--- config.mk ---
export PLATFORM = sky130hd
export DESIGN_NAME = yaw_pitch_incremental_rotator
export DESIGN_NICKNAME = d
export VERILOG_FILES = /design/src/sv/ypr_pkg.sv /design/src/sv/ypr_smul.sv /design/src/sv/ypr_isqrt.sv /design/src/sv/ypr_sdiv.sv /design/src/sv/yaw_pitch_incremental_rotator.sv
export SDC_FILE = /design/constraint.sdc
export NUM_CORES = 1
export LEC_CHECK = 0
export BUFFER_PORTS_ARGS = -buffer_cell sky130_fd_sc_hd__buf_2
export CAP_MARGIN = 20
export CORE_ASPECT_RATIO = 1.75
export CORE_MARGIN = 4
export CORE_UTILIZATION = 60
export CTS_BUF_LIST = sky130_fd_sc_hd__clkbuf_8
export DETAILED_ROUTE_END_ITERATION = 6
export HOLD_SLACK_MARGIN = 0.03
export PLACE_DENSITY = 0.78
export SLEW_MARGIN = 15
export SYNTH_ARGS = -nofsm -noshare
export SYNTH_HDL_FRONTEND = slang
export SYNTH_SLANG_ARGS = --single-unit
--- constraint.sdc ---
create_clock -name aclk -period 5.4 [get_ports aclk]
set_input_delay 0.54 -clock aclk [delete_from_list [all_inputs] [get_ports aclk]]
set_output_delay 0.54 -clock aclk [all_outputs]
set_load 0.03 [all_outputs]
--- src/sv/ypr_pkg.sv ---
// shared widths, state codes and helpers for the yaw/pitch rotator
// used by every module of the block; depends on nothing
package ypr_pkg;

    localparam int QW    = 12;            // state, step and result width
    localparam int CW    = 11;            // limit register width
    localparam int QSH   = 10;            // q10 fraction bits
    localparam int MW    = 13;            // serial multiplier operand width
    localparam int PW    = 2 * MW;        // product width
    localparam int XW    = 27;            // turn sum width
    localparam int RW    = 28;            // square root radicand width
    localparam int SW    = RW / 2;        // root width
    localparam int QB    = 11;            // renormalized magnitude width
    localparam int DRW   = SW + 1;        // divider remainder width
    localparam int MCW   = $clog2(MW + 1);
    localparam int SCW   = $clog2(SW + 1);
    localparam int DCW   = $clog2(QB + 1);

    localparam logic REG_LIMIT_SINE   = 1'b0;
    localparam logic REG_LIMIT_COSINE = 1'b1;

    localparam logic [CW-1:0] LIMIT_SINE_RST   = CW'(887);
    localparam logic [CW-1:0] LIMIT_COSINE_RST = CW'(512);
    localparam logic [QW-1:0] Q_ONE            = QW'(1024);

    typedef enum logic [3:0] {
        ST_IDLE,
        ST_MUL_C,
        ST_MUL_S,
        ST_TURN,
        ST_SQ_S,
        ST_SQ_C,
        ST_ROOT,
        ST_DIV_S,
        ST_DIV_C,
        ST_CLAMP,
        ST_OUT
    } ypr_state_t;

    function automatic logic [QW-1:0] mag_of(input logic [QW-1:0] v);
        return v[QW-1] ? QW'(-v) : v;
    endfunction

endpackage

--- src/sv/ypr_smul.sv ---
// shift-add multiplier, one multiplier bit per cycle
// depends on ypr_pkg
module ypr_smul import ypr_pkg::*; (
    input  logic          aclk,
    input  logic          aresetn,
    input  logic          start,
    input  logic [MW-1:0] a,
    input  logic [MW-1:0] b,
    output logic          done,
    output logic [PW-1:0] prod
);

    logic [MW-1:0]  mcand_reg;
    logic [PW-1:0]  prod_reg, prod_next;
    logic [MCW-1:0] cnt_reg;
    logic           busy_reg, done_reg;
    logic [MW:0]    hi_sum;

    always_comb begin
        hi_sum    = {1'b0, prod_reg[PW-1:MW]} + (prod_reg[0] ? {1'b0, mcand_reg} : '0);
        prod_next = {hi_sum, prod_reg[MW-1:1]};
    end

    always_ff @(posedge aclk) begin
        if (!aresetn) begin
            busy_reg <= 1'b0;
            done_reg <= 1'b0;
            cnt_reg  <= '0;
        end else begin
            done_reg <= 1'b0;
            if (start) begin
                busy_reg <= 1'b1;
                cnt_reg  <= MCW'(MW);
            end else if (busy_reg) begin
                cnt_reg <= cnt_reg - 1'b1;
                if (cnt_reg == MCW'(1)) begin
                    busy_reg <= 1'b0;
                    done_reg <= 1'b1;
                end
            end
        end
    end

    always_ff @(posedge aclk) begin
        if (start) begin
            mcand_reg <= a;
            prod_reg  <= {{MW{1'b0}}, b};
        end else if (busy_reg) begin
            prod_reg <= prod_next;
        end
    end

    assign done = done_reg;
    assign prod = prod_reg;

endmodule

--- src/sv/ypr_isqrt.sv ---
// floor integer square root, one root bit per cycle
// depends on ypr_pkg
module ypr_isqrt import ypr_pkg::*; (
    input  logic          aclk,
    input  logic          aresetn,
    input  logic          start,
    input  logic [RW-1:0] rad,
    output logic          done,
    output logic [SW-1:0] root
);

    logic [RW-1:0]  rad_reg;
    logic [SW+2:0]  rem_reg, rem_sh, trial;
    logic [SW-1:0]  root_reg;
    logic [SCW-1:0] cnt_reg;
    logic           busy_reg, done_reg;
    logic           fits;

    always_comb begin
        rem_sh = {rem_reg[SW:0], rad_reg[RW-1:RW-2]};
        trial  = {1'b0, root_reg, 2'b01};
        fits   = rem_sh >= trial;
    end

    always_ff @(posedge aclk) begin
        if (!aresetn) begin
            busy_reg <= 1'b0;
            done_reg <= 1'b0;
            cnt_reg  <= '0;
        end else begin
            done_reg <= 1'b0;
            if (start) begin
                busy_reg <= 1'b1;
                cnt_reg  <= SCW'(SW);
            end else if (busy_reg) begin
                cnt_reg <= cnt_reg - 1'b1;
                if (cnt_reg == SCW'(1)) begin
                    busy_reg <= 1'b0;
                    done_reg <= 1'b1;
                end
            end
        end
    end

    always_ff @(posedge aclk) begin
        if (start) begin
            rad_reg  <= rad;
            rem_reg  <= '0;
            root_reg <= '0;
        end else if (busy_reg) begin
            rad_reg  <= {rad_reg[RW-3:0], 2'b00};
            rem_reg  <= fits ? rem_sh - trial : rem_sh;
            root_reg <= {root_reg[SW-2:0], fits};
        end
    end

    assign done = done_reg;
    assign root = root_reg;

endmodule

--- src/sv/ypr_sdiv.sv ---
// restoring divider for (num * 1024) / den with num <= den
// one quotient bit per cycle; depends on ypr_pkg
module ypr_sdiv import ypr_pkg::*; (
    input  logic          aclk,
    input  logic          aresetn,
    input  logic          start,
    input  logic [MW-1:0] num,
    input  logic [SW-1:0] den,
    output logic          done,
    output logic [QB-1:0] quo
);

    logic [DRW-1:0] rem_reg, rem_sh;
    logic [SW-1:0]  den_reg;
    logic [QB-1:0]  bits_reg, quo_reg;
    logic [DCW-1:0] cnt_reg;
    logic           busy_reg, done_reg;
    logic           fits;

    always_comb begin
        rem_sh = {rem_reg[DRW-2:0], bits_reg[QB-1]};
        fits   = rem_sh >= {1'b0, den_reg};
    end

    always_ff @(posedge aclk) begin
        if (!aresetn) begin
            busy_reg <= 1'b0;
            done_reg <= 1'b0;
            cnt_reg  <= '0;
        end else begin
            done_reg <= 1'b0;
            if (start) begin
                busy_reg <= 1'b1;
                cnt_reg  <= DCW'(QB);
            end else if (busy_reg) begin
                cnt_reg <= cnt_reg - 1'b1;
                if (cnt_reg == DCW'(1)) begin
                    busy_reg <= 1'b0;
                    done_reg <= 1'b1;
                end
            end
        end
    end

    // upper dividend bits give num >> 1 with no quotient bits since num <= den
    always_ff @(posedge aclk) begin
        if (start) begin
            rem_reg  <= DRW'(num[MW-1:1]);
            bits_reg <= {num[0], {(QB-1){1'b0}}};
            den_reg  <= den;
            quo_reg  <= '0;
        end else if (busy_reg) begin
            rem_reg  <= fits ? rem_sh - {1'b0, den_reg} : rem_sh;
            bits_reg <= {bits_reg[QB-2:0], 1'b0};
            quo_reg  <= {quo_reg[QB-2:0], fits};
        end
    end

    assign done = done_reg;
    assign quo  = quo_reg;

endmodule

--- src/sv/yaw_pitch_incremental_rotator.sv ---
// top level: sequencer, state registers and stream ports of the rotator
// depends on ypr_pkg, ypr_smul, ypr_isqrt, ypr_sdiv
//
// usage: one request on s_ carries a yaw step and a pitch step; the block
// turns its stored yaw and pitch sine/cosine pairs (q10), renormalizes
// each pair, clamps pitch to the limit registers and returns the four new
// values as one result on m_.
// each pair uses the single shared serial multiplier for four products,
// then the serial square root and two serial divisions; a pair of zero
// length skips its divisions. one request is worked at a time.
// s_tready is high only while idle; a finished result sits in the output
// register, so the next request is taken while m_ is stalled, and the
// block waits at the end of that request until the register is free.
// reset: synchronous, active low; yaw and pitch return to sine 0 and
// cosine 1024, limits to 887 and 512. the user is to write the limits through
// cfg_wr_en/cfg_addr/cfg_wr_data only while the block is idle; it is not enforced.
module yaw_pitch_incremental_rotator import ypr_pkg::*; (
    input  logic              aclk,
    input  logic              aresetn,
    input  logic              s_tvalid,
    output logic              s_tready,
    input  logic [2*QW-1:0]   s_tdata,     // yaw_step, pitch_step
    output logic              m_tvalid,
    input  logic              m_tready,
    output logic [4*QW-1:0]   m_tdata,     // yaw_sine, yaw_cosine, pitch_sine, pitch_cosine
    input  logic              cfg_wr_en,
    input  logic              cfg_addr,
    input  logic [CW-1:0]     cfg_wr_data
);

    ypr_state_t state_reg, state_next;
    logic       first_reg;
    logic       pair_reg;

    logic [CW-1:0] lim_s_reg, lim_c_reg;
    logic [QW-1:0] ystep_reg, pstep_reg;
    logic [QW-1:0] yaw_sin_reg, yaw_cos_reg, pitch_sin_reg, pitch_cos_reg;
    logic [PW-1:0] prod_c_reg, prod_s_reg;
    logic [RW-1:0] sumsq_reg;
    logic [MW-1:0] nsm_reg, ncm_reg;
    logic          nsn_reg, ncn_reg;
    logic [4*QW-1:0] m_tdata_reg;
    logic          m_tvalid_reg;

    logic          mul_start, root_start, div_start;
    logic          mul_done, root_done, div_done;
    logic [MW-1:0] mul_a, mul_b, div_num;
    logic [PW-1:0] mul_prod;
    logic [SW-1:0] root;
    logic [QB-1:0] quo;

    logic [QW-1:0] cur_s, cur_c, cur_step;
    logic signed [XW-1:0] pcs, pss, xs, xc, xs_mag, xc_mag;
    logic [QW-1:0] div_val;
    logic          out_free;
    logic signed [QW-1:0] lim_s_pos, lim_s_neg, lim_c_val;

    ypr_smul u_mul (
        .aclk(aclk), .aresetn(aresetn), .start(mul_start),
        .a(mul_a), .b(mul_b), .done(mul_done), .prod(mul_prod)
    );

    ypr_isqrt u_sqrt (
        .aclk(aclk), .aresetn(aresetn), .start(root_start),
        .rad(sumsq_reg), .done(root_done), .root(root)
    );

    ypr_sdiv u_div (
        .aclk(aclk), .aresetn(aresetn), .start(div_start),
        .num(div_num), .den(root), .done(div_done), .quo(quo)
    );

    assign out_free = !m_tvalid_reg || m_tready;

    // next state
    always_comb begin
        state_next = state_reg;
        unique case (state_reg)
            ST_IDLE:  if (s_tvalid) state_next = ST_MUL_C;
            ST_MUL_C: if (mul_done) state_next = ST_MUL_S;
            ST_MUL_S: if (mul_done) state_next = ST_TURN;
            ST_TURN:  state_next = ST_SQ_S;
            ST_SQ_S:  if (mul_done) state_next = ST_SQ_C;
            ST_SQ_C:  if (mul_done) state_next = ST_ROOT;
            ST_ROOT: begin
                if (root_done) begin
                    if (root != '0) state_next = ST_DIV_S;
                    else            state_next = pair_reg ? ST_CLAMP : ST_MUL_C;
                end
            end
            ST_DIV_S: if (div_done) state_next = ST_DIV_C;
            ST_DIV_C: if (div_done) state_next = pair_reg ? ST_CLAMP : ST_MUL_C;
            ST_CLAMP: state_next = ST_OUT;
            ST_OUT:   if (out_free) state_next = ST_IDLE;
            default:  state_next = ST_IDLE;
        endcase
    end

    // outputs of the sequencer
    always_comb begin
        s_tready   = 1'b0;
        mul_start  = 1'b0;
        root_start = 1'b0;
        div_start  = 1'b0;
        unique case (state_reg)
            ST_IDLE:                              s_tready = 1'b1;
            ST_MUL_C, ST_MUL_S, ST_SQ_S, ST_SQ_C: mul_start = first_reg;
            ST_ROOT:                              root_start = first_reg;
            ST_DIV_S, ST_DIV_C:                   div_start = first_reg;
            default: ;
        endcase
    end

    always_ff @(posedge aclk) begin
        if (!aresetn) begin
            state_reg <= ST_IDLE;
            first_reg <= 1'b0;
        end else begin
            state_reg <= state_next;
            first_reg <= state_next != state_reg;
        end
    end

    // operand selection
    always_comb begin
        cur_s    = pair_reg ? pitch_sin_reg : yaw_sin_reg;
        cur_c    = pair_reg ? pitch_cos_reg : yaw_cos_reg;
        cur_step = pair_reg ? pstep_reg : ystep_reg;
        case (state_reg)
            ST_MUL_C: begin
                mul_a = MW'(mag_of(cur_c));
                mul_b = MW'(mag_of(cur_step));
            end
            ST_MUL_S: begin
                mul_a = MW'(mag_of(cur_s));
                mul_b = MW'(mag_of(cur_step));
            end
            ST_SQ_S: begin
                mul_a = nsm_reg;
                mul_b = nsm_reg;
            end
            default: begin
                mul_a = ncm_reg;
                mul_b = ncm_reg;
            end
        endcase
        div_num = (state_reg == ST_DIV_S) ? nsm_reg : ncm_reg;
    end

    // small-angle turn, truncating toward zero
    always_comb begin
        pcs = $signed({1'b0, prod_c_reg});
        if (cur_c[QW-1] ^ cur_step[QW-1]) pcs = -pcs;
        pss = $signed({1'b0, prod_s_reg});
        if (cur_s[QW-1] ^ cur_step[QW-1]) pss = -pss;
        xs = $signed({{(XW-QW-QSH){cur_s[QW-1]}}, cur_s, {QSH{1'b0}}}) + pcs;
        xc = $signed({{(XW-QW-QSH){cur_c[QW-1]}}, cur_c, {QSH{1'b0}}}) - pss;
        xs_mag = xs[XW-1] ? -xs : xs;
        xc_mag = xc[XW-1] ? -xc : xc;
    end

    always_comb begin
        if (state_reg == ST_DIV_S) div_val = nsn_reg ? QW'(-{1'b0, quo}) : QW'({1'b0, quo});
        else                       div_val = ncn_reg ? QW'(-{1'b0, quo}) : QW'({1'b0, quo});
        lim_s_pos = $signed({1'b0, lim_s_reg});
        lim_s_neg = -lim_s_pos;
        lim_c_val = $signed({1'b0, lim_c_reg});
    end

    // limit registers
    always_ff @(posedge aclk) begin
        if (!aresetn) begin
            lim_s_reg <= LIMIT_SINE_RST;
            lim_c_reg <= LIMIT_COSINE_RST;
        end else if (cfg_wr_en) begin
            unique case (cfg_addr)
                REG_LIMIT_SINE:   lim_s_reg <= cfg_wr_data;
                REG_LIMIT_COSINE: lim_c_reg <= cfg_wr_data;
                default: ;
            endcase
        end
    end

    // direction state and pair select
    always_ff @(posedge aclk) begin
        if (!aresetn) begin
            yaw_sin_reg   <= '0;
            yaw_cos_reg   <= Q_ONE;
            pitch_sin_reg <= '0;
            pitch_cos_reg <= Q_ONE;
            pair_reg      <= 1'b0;
        end else begin
            case (state_reg)
                ST_IDLE: pair_reg <= 1'b0;
                ST_ROOT: begin
                    if (root_done && root == '0) begin
                        // zero length pair stays zero
                        if (pair_reg) begin
                            pitch_sin_reg <= '0;
                            pitch_cos_reg <= '0;
                        end else begin
                            yaw_sin_reg <= '0;
                            yaw_cos_reg <= '0;
                            pair_reg    <= 1'b1;
                        end
                    end
                end
                ST_DIV_S: begin
                    if (div_done) begin
                        if (pair_reg) pitch_sin_reg <= div_val;
                        else          yaw_sin_reg   <= div_val;
                    end
                end
                ST_DIV_C: begin
                    if (div_done) begin
                        if (pair_reg) begin
                            pitch_cos_reg <= div_val;
                        end else begin
                            yaw_cos_reg <= div_val;
                            pair_reg    <= 1'b1;
                        end
                    end
                end
                ST_CLAMP: begin
                    if ($signed(pitch_cos_reg) < lim_c_val) begin
                        pitch_sin_reg <= pitch_sin_reg[QW-1] ? lim_s_neg : lim_s_pos;
                        pitch_cos_reg <= lim_c_val;
                    end else if ($signed(pitch_sin_reg) > lim_s_pos) begin
                        pitch_sin_reg <= lim_s_pos;
                        pitch_cos_reg <= lim_c_val;
                    end else if ($signed(pitch_sin_reg) < lim_s_neg) begin
                        pitch_sin_reg <= lim_s_neg;
                        pitch_cos_reg <= lim_c_val;
                    end
                end
                default: ;
            endcase
        end
    end

    // working registers
    always_ff @(posedge aclk) begin
        case (state_reg)
            ST_IDLE: begin
                if (s_tvalid) begin
                    ystep_reg <= s_tdata[QW-1:0];
                    pstep_reg <= s_tdata[2*QW-1:QW];
                end
            end
            ST_MUL_C: if (mul_done) prod_c_reg <= mul_prod;
            ST_MUL_S: if (mul_done) prod_s_reg <= mul_prod;
            ST_TURN: begin
                nsm_reg <= xs_mag[QSH +: MW];
                ncm_reg <= xc_mag[QSH +: MW];
                nsn_reg <= xs[XW-1];
                ncn_reg <= xc[XW-1];
            end
            ST_SQ_S: if (mul_done) sumsq_reg <= RW'(mul_prod);
            ST_SQ_C: if (mul_done) sumsq_reg <= sumsq_reg + RW'(mul_prod);
            default: ;
        endcase
    end

    // output register
    always_ff @(posedge aclk) begin
        if (!aresetn) begin
            m_tvalid_reg <= 1'b0;
        end else if (state_reg == ST_OUT && out_free) begin
            m_tvalid_reg <= 1'b1;
        end else if (m_tready) begin
            m_tvalid_reg <= 1'b0;
        end
    end

    always_ff @(posedge aclk) begin
        if (state_reg == ST_OUT && out_free) begin
            m_tdata_reg <= {pitch_cos_reg, pitch_sin_reg, yaw_cos_reg, yaw_sin_reg};
        end
    end

    assign m_tvalid = m_tvalid_reg;
    assign m_tdata  = m_tdata_reg;

endmodule
==> qor.log <==
INFO  status         status=complete, but fails checks
INFO  status         failing_checks=DRC
INFO  logic_synthesis number_of_flops_mapped_to_enable_cells_by_yosys=261
INFO  logic_synthesis ys.flop_type=sky130_fd_sc_hd__edfxtp_1
INFO  timing         max_slew.worst_pin.slew=1.03ns
INFO  logic_synthesis syn_nets=2796
INFO  timing         clock_skew=0.0238ns
INFO  logic_synthesis distinct_cells_synth=87
INFO  final_layout   layout-drive-gt1-share=10.2%
INFO  power_and_ir_drop power=7.37mW
INFO  final_layout   final_cell_area=27200µm²
INFO  detailed_routing detailedRoute.firstIterationViolations=1551
INFO  logic_synthesis synth-async-reset-ratio=0%
INFO  logic_synthesis synth.largest_area_cell=sky130_fd_sc_hd__edfxtp_1
INFO  logic_synthesis fraction_of_the_yosys_area_taken_by_sequential_cells=43.5%
INFO  clocking       clock_insertion_delay_worst_skew=0.67ns
INFO  power_and_ir_drop clkPwrFrac=33.9%
INFO  power_and_ir_drop leakage=10.9nW
INFO  power_and_ir_drop switching_share=28.9%
INFO  clocking       cts.reportedPaths.clkPinSlew=0.08ns
INFO  setup_path     timing.critical_path.buf_inv=1
INFO  detailed_routing detail_route.wl_per_cell=21.2µm
INFO  setup_path     worstSetupPathType=flip-flop to flip-flop
INFO  power_and_ir_drop power_frac_comb=16.5%
INFO  detailed_routing met1Wirelength=24000µm
INFO  detailed_routing drcViolationCount=1
INFO  detailed_routing antenna_left=0
INFO  final_layout   multi_input_comb_area=13200µm²
INFO  setup_path     critPathArrivalTime=5.46ns
INFO  timing         drv_slew=0
INFO  place          place_hpwl=53300µm
INFO  setup_path     required=5.80ns
INFO  floorplan      die_width=162µm
INFO  setup_path     worst_path_max_delay_cell=sky130_fd_sc_hd__or4b_4
INFO  timing         period_needed=5.06ns
INFO  timing         hold_viol_final=0
INFO  hold_path      min_path_type=input pin to flip-flop
INFO  logic_synthesis synth_most_common_cell=sky130_fd_sc_hd__nand2_1
INFO  power_and_ir_drop power.internal=5.24mW
INFO  timing         slew_headroom=31.1%
INFO  logic_synthesis synth_warnings=0
INFO  floorplan      die-area=45000µm²
INFO  clocking       cts_buffer_count=59
INFO  logic_synthesis yosysTopAreaCellShare=31.5%
INFO  logic_synthesis syn-cell-area=24900µm²
INFO  global_route   antenna_found_initial=2
INFO  setup_path     critPathLaunchType=flip-flop
INFO  final_layout   layout.nets=2885
INFO  global_route   gr-total-overflow=0
INFO  timing         final_min_period_over_clock_period=93.7%
INFO  clocking       cts_tree=yes
INFO  power_and_ir_drop p_switching=2.13mW
INFO  place          placement.cell_area=25900µm²
INFO  global_route   grt_pass1_wl=108000µm
INFO  detailed_routing avgViaCountPerCell=6.19
INFO  clocking       clockBufferDepth=3
INFO  setup_path     worst-path-max-fanout=8
INFO  floorplan      placement_rows=98
INFO  power_and_ir_drop power.density_cell_area=271nW/µm²
INFO  logic_synthesis syn_avg_cell_area=9.57µm²
INFO  power_and_ir_drop sequentialPowerShare=49.6%
INFO  detailed_routing dr.max_layer_used=met4
INFO  floorplan      floorplan.die.height=278µm
INFO  place          gp_congestion=1.11
INFO  final_layout   ff_latch_area=10800µm²
INFO  flow_run       maxCapViolCount=0
INFO  clocking       postCtsSetupBuffers=0
INFO  global_route   grtUsageTotal=30.3%
INFO  clocking       clock_tree.root_cell=sky130_fd_sc_hd__clkbuf_8
INFO  clocking       cts.htree.levels=2
INFO  logic_synthesis synthesis.instances=2602
INFO  timing         setup-violations-final=0
INFO  setup_path     path_delay_family=compound AO/OA/AOI/OAI gates
INFO  global_route   grt_max_degree=63
INFO  place          portBuffers=90
INFO  place          place_inst=3171
INFO  detailed_routing detail_route.wirelength=69800µm
INFO  detailed_routing vias=20374
INFO  logic_synthesis postSynthRegisterBits=411
INFO  logic_synthesis synth_commonest_cells=303 x sky130_fd_sc_hd__nand2_1, 261 x sky130_fd_sc_hd__edfxtp_1, 188 x sky130_fd_sc_hd__nor2_1
INFO  detailed_routing drt_pre_antenna_iters=7
INFO  final_layout   largest_register_ff_count=48
INFO  detailed_routing dr_wl_met2=36400µm
INFO  clocking       cts_num_sinks=411
INFO  setup_path     setup.reg_to_reg.worst_slack=0.34ns
INFO  floorplan      placeableCoreArea=41000µm²
INFO  logic_synthesis yosys-top-cells-area=sky130_fd_sc_hd__edfxtp_1 31%, sky130_fd_sc_hd__dfxtp_1 12%, sky130_fd_sc_hd__ha_1 7.5%
INFO  final_layout   syn2layout_area_growth=9.36%
INFO  setup_path     crit_path_max_incr_delay=0.54ns
INFO  power_and_ir_drop max-vdd-ir-drop=0.191mV
INFO  final_layout   finish.cell_count_without_fillers=3293
INFO  detailed_routing routed-wl-met3=3660µm
INFO  final_layout   final.fill_count=3325
INFO  setup_path     worstPathCellList=inv_1 -> ha_1 -> or4b_4 -> nor2_1 -> nand2_1 -> o21ai_0 -> xor2_1 -> ha_1 -> o21ai_0 -> nand2b_1 -> nand2_1 -> a2111oi_2 -> a211oi_1 -> o31ai_1 -> a21oi_1 -> xor2_1 -> o21ai_1 -> o41ai_2 -> xnor2_1
INFO  global_route   via_count_of_the_first_global_routing_pass=20223
INFO  setup_path     end_kind=flip-flop
INFO  timing         setup_total_negative_slack=0ns
INFO  floorplan      initial_core_utilization=60.8%
INFO  floorplan      ios=91
INFO  timing         achievable-frequency=198MHz
[worst paths after layout]
| path | start | depth (start not counted) | end |
|---|---|---|---|
| worst min-delay path | s_tdata[23] | 1 | pstep_reg[11] |
| worst max register to register | prod_s_reg[1] | 19 | ncm_reg[11] |
| worst max-delay path | prod_s_reg[1] | 19 | ncm_reg[11] |
| worst min register to register | yaw_sin_reg[6] | 0 | m_tdata[6] |
[cell type report]
class,instances,share of cell area (%)
multi-input cells,1940,48.3
well taps,550,2.53
clock inverters,49,1.13
diodes,1,0.00918
repair buffers,140,3.13
clock buffers,63,3.18
flip-flops and latches,411,39.8
inverters,139,1.92
[metrics by stage]
| stage | setup WS (ns) | utilization, % | hold slack (ns) |
|---|---|---|---|
| detailed placement | 0.184 | 63.4 | 0.442 |
| CTS | 0.138 | 66.4 | 0.0343 |
| global route | -0.00347 | 66.5 | 0.0458 |
| floorplan | 0.512 | - | 0.421 |
| finish | 0.342 | 66.5 | 0.0611 |
| global placement | 0.436 | 63.3 | 0.439 |
[timing repair]
item	in CTS	in global routing
resized for setup	0	5
hold buffers	8	0
endpoints found under the setup margin	0	13
endpoints found under the hold margin	8	0
[layout by cell type (no fill, tap or decap), types with 29 or more instances in the layout]
cell type | netlist | layout
sky130_fd_sc_hd__buf_4 | 1 | 41
sky130_fd_sc_hd__o31ai_1 | 31 | 31
sky130_fd_sc_hd__nand2_1 | 303 | 303
sky130_fd_sc_hd__a21o_1 | 34 | 34
sky130_fd_sc_hd__ha_1 | 149 | 149
sky130_fd_sc_hd__clkbuf_8 | 0 | 63
sky130_fd_sc_hd__a31oi_1 | 31 | 30
sky130_fd_sc_hd__a21boi_0 | 38 | 38
sky130_fd_sc_hd__mux2i_1 | 101 | 101
sky130_fd_sc_hd__a21oi_1 | 144 | 144
sky130_fd_sc_hd__buf_2 | 8 | 90
sky130_fd_sc_hd__dfxtp_1 | 150 | 148
sky130_fd_sc_hd__o21a_1 | 30 | 30
sky130_fd_sc_hd__edfxtp_1 | 261 | 261
sky130_fd_sc_hd__inv_1 | 135 | 154
sky130_fd_sc_hd__nor2_1 | 188 | 188
sky130_fd_sc_hd__nor2b_1 | 58 | 58
sky130_fd_sc_hd__nand3_1 | 45 | 45
sky130_fd_sc_hd__and3_1 | 29 | 29
sky130_fd_sc_hd__nor3_1 | 58 | 55
sky130_fd_sc_hd__xor2_1 | 80 | 80
sky130_fd_sc_hd__xnor2_1 | 119 | 119
sky130_fd_sc_hd__nand2b_1 | 34 | 34
sky130_fd_sc_hd__o21ai_0 | 153 | 153
[routing by layer]
| layer | global-route usage [%] | vias to the layer above |
|---|---|---|
| met4 | 21.6 | 0 |
| met1 | 31.0 | 9737 |
| met3 | 4.70 | 305 |
| met5 | 0 | - |
| li1 | - | 9601 |
| met2 | 55.5 | 731 |
[power groups by stage]
stage	clock [mW]	combinational [mW]	sequential [mW]
after CTS	2.53	1.20	3.66
final	2.50	1.22	3.66
after global placement	0	1.13	3.72
after floorplan	0	0.950	3.63
after global routing	2.68	1.36	3.67
after detailed placement	0	1.18	3.73
[kinds of logic after synthesis]
logic type,count (synthesis),synth area share (%)
flops,411,43.5
buf+inv,251,3.87
mux,125,5.15
xor+xnor,200,7.09
fa+ha+maj,153,7.80
simple gates,841,16.2
compound gates,621,16.4
Power figures use the tool's default switching activity.
